[src/sv/cbb_pkg.sv]
// Shared types and constants for the cluster bounding box block
`timescale 1ns / 1ps

package cbb_pkg;

  // Width of the incoming signed label and of the emitted box label
  localparam int unsigned LABEL_IN_BITS  = 9;
  localparam int unsigned BOX_LABEL_BITS = 5;

  // Label code for an unclassified point
  localparam logic [LABEL_IN_BITS-1:0] LABEL_UNCLASSIFIED = '1;

  // Depth of the queue between the front and the back
  localparam int unsigned QDEPTH    = 4;
  localparam int unsigned QPTR_BITS = $clog2(QDEPTH);

  // Bit positions in the result tuser
  localparam int unsigned OUT_TUSER_BITS  = 2;
  localparam int unsigned TUSER_BOX_VALID = 0;
  localparam int unsigned TUSER_OVERFLOW  = 1;

  // Per-word control that rides along with the queued coordinates
  typedef struct packed {
    logic drop;  // label out of range, point is not recorded
    logic last;  // final point of the frame
  } cbb_ctl_t;

  // Back-end sequencer
  typedef enum logic [1:0] {
    ST_RUN,    // update the table from queued points
    ST_SCAN,   // step through labels looking for a filled entry
    ST_LOAD,   // corner data back from the table, build a box
    ST_FLUSH   // emit the final result of the frame and clear
  } cbb_state_e;

endpackage

[src/sv/cbb_front.sv]
// Front end: classify the label of each point and queue it for the back end
`timescale 1ns / 1ps

module cbb_front #(
  parameter int unsigned MAX_LABELS = 32,
  parameter int unsigned COORD_BITS = 24,
  parameter int unsigned IDX_BITS   = $clog2(MAX_LABELS)
) (
  input  logic                              clk_i,
  input  logic                              rst_ni,
  input  logic                              valid_i,
  output logic                              ready_o,
  input  logic [3*COORD_BITS-1:0]           pts_i,
  input  logic [cbb_pkg::LABEL_IN_BITS-1:0] label_i,
  input  logic                              last_i,
  output logic                              q_valid_o,
  input  logic                              q_pop_i,
  output logic [3*COORD_BITS-1:0]           q_pts_o,
  output logic [IDX_BITS-1:0]               q_idx_o,
  output cbb_pkg::cbb_ctl_t                 q_ctl_o
);
  import cbb_pkg::*;

  localparam logic [LABEL_IN_BITS-1:0] LabelLimit = LABEL_IN_BITS'(MAX_LABELS);

  logic                  is_unc;
  logic                  drop;
  logic [IDX_BITS-1:0]   idx;
  cbb_ctl_t              ctl;
  logic                  push;

  logic [3*COORD_BITS-1:0] pts_q [QDEPTH];
  logic [IDX_BITS-1:0]     idx_q [QDEPTH];
  cbb_ctl_t                ctl_q [QDEPTH];
  logic [QPTR_BITS-1:0]    wr_ptr_q, wr_ptr_d;
  logic [QPTR_BITS-1:0]    rd_ptr_q, rd_ptr_d;
  logic [QPTR_BITS:0]      cnt_q, cnt_d;

  // Fold unclassified into label 0, flag anything outside the table
  always_comb begin
    is_unc = (label_i == LABEL_UNCLASSIFIED);
    drop   = (label_i[LABEL_IN_BITS-1] && !is_unc) ||
             (!label_i[LABEL_IN_BITS-1] &&
              ({1'b0, label_i[LABEL_IN_BITS-2:0]} >= LabelLimit));
    idx    = is_unc ? '0 : label_i[IDX_BITS-1:0];
    ctl    = '{drop: drop, last: last_i};
  end

  // Queue handshake and pointers
  assign ready_o   = (cnt_q != (QPTR_BITS+1)'(QDEPTH));
  assign push      = valid_i && ready_o;
  assign q_valid_o = (cnt_q != '0);
  assign q_pts_o   = pts_q[rd_ptr_q];
  assign q_idx_o   = idx_q[rd_ptr_q];
  assign q_ctl_o   = ctl_q[rd_ptr_q];

  always_comb begin
    wr_ptr_d = push ? wr_ptr_q + 1'b1 : wr_ptr_q;
    rd_ptr_d = q_pop_i ? rd_ptr_q + 1'b1 : rd_ptr_q;
    cnt_d    = cnt_q;
    if (push && !q_pop_i) begin
      cnt_d = cnt_q + 1'b1;
    end else if (!push && q_pop_i) begin
      cnt_d = cnt_q - 1'b1;
    end
  end

  always_ff @(posedge clk_i or negedge rst_ni) begin
    if (!rst_ni) begin
      wr_ptr_q <= '0;
      rd_ptr_q <= '0;
      cnt_q    <= '0;
    end else begin
      wr_ptr_q <= wr_ptr_d;
      rd_ptr_q <= rd_ptr_d;
      cnt_q    <= cnt_d;
    end
  end

  // Store the classified word
  always_ff @(posedge clk_i) begin
    if (push) begin
      pts_q[wr_ptr_q] <= pts_i;
      idx_q[wr_ptr_q] <= idx;
      ctl_q[wr_ptr_q] <= ctl;
    end
  end

endmodule

[config.mk]
export PLATFORM = sky130hd
export DESIGN_NAME = cbb_front
export DESIGN_NICKNAME = d
export VERILOG_FILES = /design/src/sv/cbb_pkg.sv /design/src/sv/cbb_front.sv
export SDC_FILE = /design/constraint.sdc
export NUM_CORES = 1
export LEC_CHECK = 0
export ABC_AREA = 1
export BUFFER_PORTS_ARGS = -buffer_cell sky130_fd_sc_hd__buf_2
export CORE_MARGIN = 4
export CORE_UTILIZATION = 57
export CTS_CLUSTER_DIAMETER = 120
export DETAILED_ROUTE_END_ITERATION = 16
export PLACE_DENSITY = 0.79
export REMOVE_ABC_BUFFERS = 1
export SLEW_MARGIN = 5
export SYNTH_ARGS = -nofsm -noshare
export SYNTH_HDL_FRONTEND = slang
export SYNTH_SLANG_ARGS = --single-unit
[constraint.sdc]
create_clock -name clk_i -period 5.35 [get_ports clk_i]
set_input_delay 0 -clock clk_i [delete_from_list [all_inputs] [get_ports clk_i]]
set_output_delay 0 -clock clk_i [all_outputs]
set_load 0.01 [all_outputs]
# After elaboration in Yosys (flattened, before gate mapping)
# Memory sizes are Yosys's and may differ from the RTL's.
# Index checks and enable logic that the tools add are counted.
# word_totals
word_cells	30
n_memories	3
input_bits	86
mem_bits_rw	316
output_inout_bits	81
reg_bits	7
# memory_table
memory	words	word_bits	rd	rd_ports_with_merged_regs	write_ports	line	text
pts_q	4	72	1	0	1	cbb_front.sv:32	logic [3*COORD_BITS-1:0] pts_q [QDEPTH];
idx_q	4	5	1	0	1	cbb_front.sv:33	logic [IDX_BITS-1:0] idx_q [QDEPTH];
ctl_q	4	2	1	0	1	cbb_front.sv:34	cbb_ctl_t ctl_q [QDEPTH];
# classes
n_eq_ne	2
n_lt_le_gt_ge	1
reduce_logical	12
n_mux	5
n_addsub	4
# ops
cell	count
$eq A9 B9 Y1 const B	1
$ge A8 B6 Y1 const B	1
$mux W3	2
$logic_and A1 B1 Y1	5
$mux W5	1
$add A2 B1 Y2 const B	2
$logic_not A1 Y1	4
$add A3 B1 Y3 const B	1
$ne A3 B3 Y1 const B	1
$reduce_bool A3 Y1	1
$sub A3 B1 Y3 const B	1
$mux W1	2
$reduce_bool A2 Y1	1
$logic_or A1 B1 Y1	1

# Logic depth before layout (Yosys ltp)
# depth
depth_word	6
depth_mapped	12
ltp_nobuf	12

# Worst setup path after synthesis
# No wires, ideal clock.
# synth_path
kind	flip-flop to flip-flop
startpoint	register cnt_q[0]
endpoint	memory ctl_q[0][0] in the netlist's numbering (enable)
stages_incl_launch_ff	5
period_less_slack_ns	4.637
arrival_ns	4.119
required_time_ns	4.833
path_slack_ns	0.713
path_cell_list	dfrtp_1 inv_1 nand3_1 nand2_1 nor2_1
# synth_via
elab_chain_cells	4
# synth_rtl
item	line	text
start, declared	cbb_front.sv:37	logic [QPTR_BITS:0] cnt_q, cnt_d;
start signal, assigned	cbb_front.sv:76	cnt_q <= cnt_d;
$ne A3 B3 Y1	cbb_front.sv:50	assign ready_o = (cnt_q != (QPTR_BITS+1)'(QDEPTH));
net ready_o	cbb_front.sv:12	output logic ready_o,
$logic_and A1 B1 Y1	cbb_front.sv:51	assign push = valid_i && ready_o;
$mux W1	cbb_front.sv:82	if (push) begin
$mux W1 (not written as such)	cbb_front.sv:85	ctl_q[wr_ptr_q] <= ctl;
end, declared	cbb_front.sv:34	
# The timed path passes the listed nets, and every way through them passes these cells.

# Worst setup path in the final report
# layout_path
startpoint	register rd_ptr_q[0]
endpoint	output q_idx_o[2]
# layout_via
elab_chain_cells	1
# layout_rtl
item	line	text
start, declared	cbb_front.sv:36	logic [QPTR_BITS-1:0] rd_ptr_q, rd_ptr_d;
start signal, assigned	cbb_front.sv:75	rd_ptr_q <= rd_ptr_d;
$mem_v2 Z4 W5	-	
end, declared	cbb_front.sv:19	output logic [IDX_BITS-1:0] q_idx_o,
# Every way passes these cells.

==> metrics <==
main combinational cell family by area after synthesis compound AO/OA/AOI/OAI gates; H-tree depth reported by CTS 1; origin of the critical flop-to-flop path cnt_q[0]$_DFFE_PN0P_; final worst clock skew slightly below 0.008 ns; finished layout cell area between 15000 and 20000 sq um; crit start category register; placement-stage cell area around 14000 sq um; core footprint 22000 sq um; endpoint of the lowest-slack register-to-register path pts_q[1][55]$_DFFE_PP_; sequential-to-total area share from yosys stat between 70% and 80%; count of cells along the worst hold path 2; worst hold-check slack between 0.2 and 0.25 ns; summed negative setup slack over all endpoints 0 ns; Final nets around 1300; CP max-delay cell sky130_fd_sc_hd__dfrtp_4; final number of max-transition violations 0; flops & latches, synth approximately 320; total leakage power ~6.3 nW; post-synthesis adder-cell area fraction less than 1%; stage delay of the slowest cell on the critical path between 1 and 1.5 ns; ordered list of cells on the worst path buf_4 > a21oi_1 > o21ai_0 > nand2_1 > buf_2; HP Class input port to register; share of the synthesized netlist area taken by xor and xnor gates less than 1%; commonest cells after routing, fill and taps aside sky130_fd_sc_hd__edfxtp_1, sky130_fd_sc_hd__nand2_1, sky130_fd_sc_hd__inv_1, sky130_fd_sc_hd__buf_2, sky130_fd_sc_hd__dlygate4sd3_1; count of maximum capacitance violations 0; vias per cell between 5 and 6; wire length reported by the detailed router between 20000 and 25000 um; endpoint arrival time on the critical path 2.88 ns; TritonCTS Buffers 31; I/O Buffers ~170; max_slew headroom just under 30%; cells on worst reg2reg path 5; post-DR wirelength/cell ~16 um; setup repair after global routing missed its margin false; number of fill cells 1423; count of cell types in the netlist 20; synthesized-area fraction occupied by ao, oa, aoi and oai cells a little over a tenth; launching element of the worst setup path rd_ptr_q[0]$_DFFE_PN0P_; final setup vio count 0; total number of vias ~8000; fraction of layout cells with a size suffix above 1 about 17%; wire length of the first global-routing pass roughly 38000 um; required arrival time at the worst endpoint between 5 and 6 ns; Total Die Area ~25000 sq um; final global-route overflow total 0; root buffer cell sky130_fd_sc_hd__clkbuf_16; result of the run finished clean; I/O pin count roughly 170; crit-path leading delay family flip-flops; Worst Hold End pts_q[0][16]$_DFFE_PP_; ratio of total power to cell area 518 nW/um^2; overall track demand over capacity in global routing 19.3%; count of synthesis-stage warnings from yosys 0; cell area after technology mapping ~13000 sq um; gate count after technology mapping 1000; worst setup path category register to output port; synthesized area per cell roughly 13 sq um; Worst Setup End Kind output port; DRC violation total after the first TritonRoute iteration approximately 390; Detail Route Antenna Nets 0; largest fanout on the critical path 118; Area Overhead vs Synth 22.1%; final HPWL from detailed placement ~14000 um; clk_lat worst skew about 0.53 ns; area fraction in and, or, nand and nor cells after synthesis ~5.8%; overall power after layout about 8.1 mW; Buf+Inv Stages, Crit Path 2; largest net degree at the start of global routing ~130; worst vdd ir approximately 0.44 mV; most common cell after layout, fill and taps aside sky130_fd_sc_hd__edfxtp_1; ratio of final minimum period to clock period a little over half; CTS tree yes; max frequency between 0.3 and 0.4 GHz; number of detailed-route iterations in the first pass 5; horizontal die dimension 158 um; final worst path period need around 2.9 ns; mux contribution to synthesized area 0%; final weighted congestion in routability-driven placement between 0.7 and 0.8; actual transition at the worst max-transition pin about 1.1 ns; Worst Min Path Start pts_i[16]; number of core rows between 50 and 60; total clock sinks approximately 320; clock edge transition at the registers on the reported setup and hold paths 0.06 ns; number of global-route vias before repair 7919; initial antenna violation count 0; maximum count of clock buffers along a single path 3; number of gates resized after cts 0; minimum setup slack among reg-to-reg paths roughly 2.9 ns; starting density of the core 58.4%; number of DRC violations after detailed routing 0; final count of hold timing violations 0; Die Height ~160 um
## logic make-up after synthesis
kind of cell / count (synthesis)
xor+xnor: 3
fa+ha+maj: 6
flops: 323
compound gates: 239
buf+inv: 232
simple gates: 197
## worst max-delay path by stage
| stage | to | slack [ns] | cells after the start |
|---|---|---|---|
| 2_1_floorplan | rd_ptr_q[1]$_DFFE_PN0P_ | -0.07 | 2 |
| 3_3_place_gp | pts_q[1][55]$_DFFE_PP_ | 2.99 | 5 |
| 3_5_place_dp | pts_q[1][8]$_DFFE_PP_ | 2.95 | 5 |
| 4_1_cts | q_pts_o[68] | 2.42 | 4 |
| 5_1_grt | q_ctl_o[1] | 2.17 | 5 |
| 6_report | q_idx_o[2] | 2.47 | 5 |
## final cells by class
cell class,instances,area [sq um],area share [%]
diodes,1,2.50,0.0159
repair buffers,259,1810,11.5
clock inverters,16,101,0.646
multi-input cells,445,2280,14.6
flip-flops and latches,323,9670,61.6
well taps,280,350,2.23
clock buffers,40,810,5.16
inverters,179,672,4.28
## cell usage after synthesis
cell                       number  area [sq um]
sky130_fd_sc_hd__o211ai_1      79           593
sky130_fd_sc_hd__dfrtp_1        7           175
sky130_fd_sc_hd__xnor2_1        2          17.5
sky130_fd_sc_hd__inv_1        179           672
sky130_fd_sc_hd__clkbuf_1      11          41.3
sky130_fd_sc_hd__nand3_1        6          30.0
sky130_fd_sc_hd__nor2_1         8          30.0
sky130_fd_sc_hd__fa_1           1          20.0
sky130_fd_sc_hd__buf_1          1          3.75
sky130_fd_sc_hd__buf_6          1          11.3
sky130_fd_sc_hd__o21ai_0       81           405
sky130_fd_sc_hd__edfxtp_1     316          9490
sky130_fd_sc_hd__buf_2         37           185
sky130_fd_sc_hd__a21oi_1       79           395
sky130_fd_sc_hd__or2_2          1          6.26
sky130_fd_sc_hd__nand4_1        1          6.26
sky130_fd_sc_hd__buf_4          3          22.5
sky130_fd_sc_hd__nand2_1      181           679
sky130_fd_sc_hd__ha_1           5          62.6
sky130_fd_sc_hd__xor2_1         1          8.76
## routing by layer
layer  global-route usage (%)  share of wire (%)  vias to the layer above  wire, um
li1                         -                  -                     3943         -
met1                     23.5                 40                     3809      9910
met2                     35.5                 52                      207     12800
met3                     3.42                5.4                       40      1330
met4                     5.40                1.9                        0       470
met5                        0                  0                        -         0
## flip-flops by register name (all words and copies together), names as in the netlist
| register | count |
|---|---|
| wr_ptr_q | 2 |
| cnt_q | 3 |
| pts_q | 288 |
| rd_ptr_q | 2 |
| ctl_q | 8 |
| idx_q | 20 |
## timing repair
action | CTS | global route
endpoints found under the setup margin | 0 | 0
setup buffers | 0 | 0
hold buffers | 86 | 0
hold endpoints to repair | 328 | 0
## per-stage QoR
step                      setup WS [ns]  utilization (%)  std cells
after floorplan                 -0.0672                -        947
after global placement             2.99             63.2       1400
after detailed placement           2.95             63.2       1400
after CTS                          2.42             71.3       1542
after global routing               2.17             71.3       1542
final                              2.47             71.3       1543
## report_power, final
part | internal (mW) | switching (mW)
Sequential | 3.33 | 0.334
Clock | 1.11 | 0.844
Combinational | 0.915 | 1.60
Power figures use the tool's default switching activity.
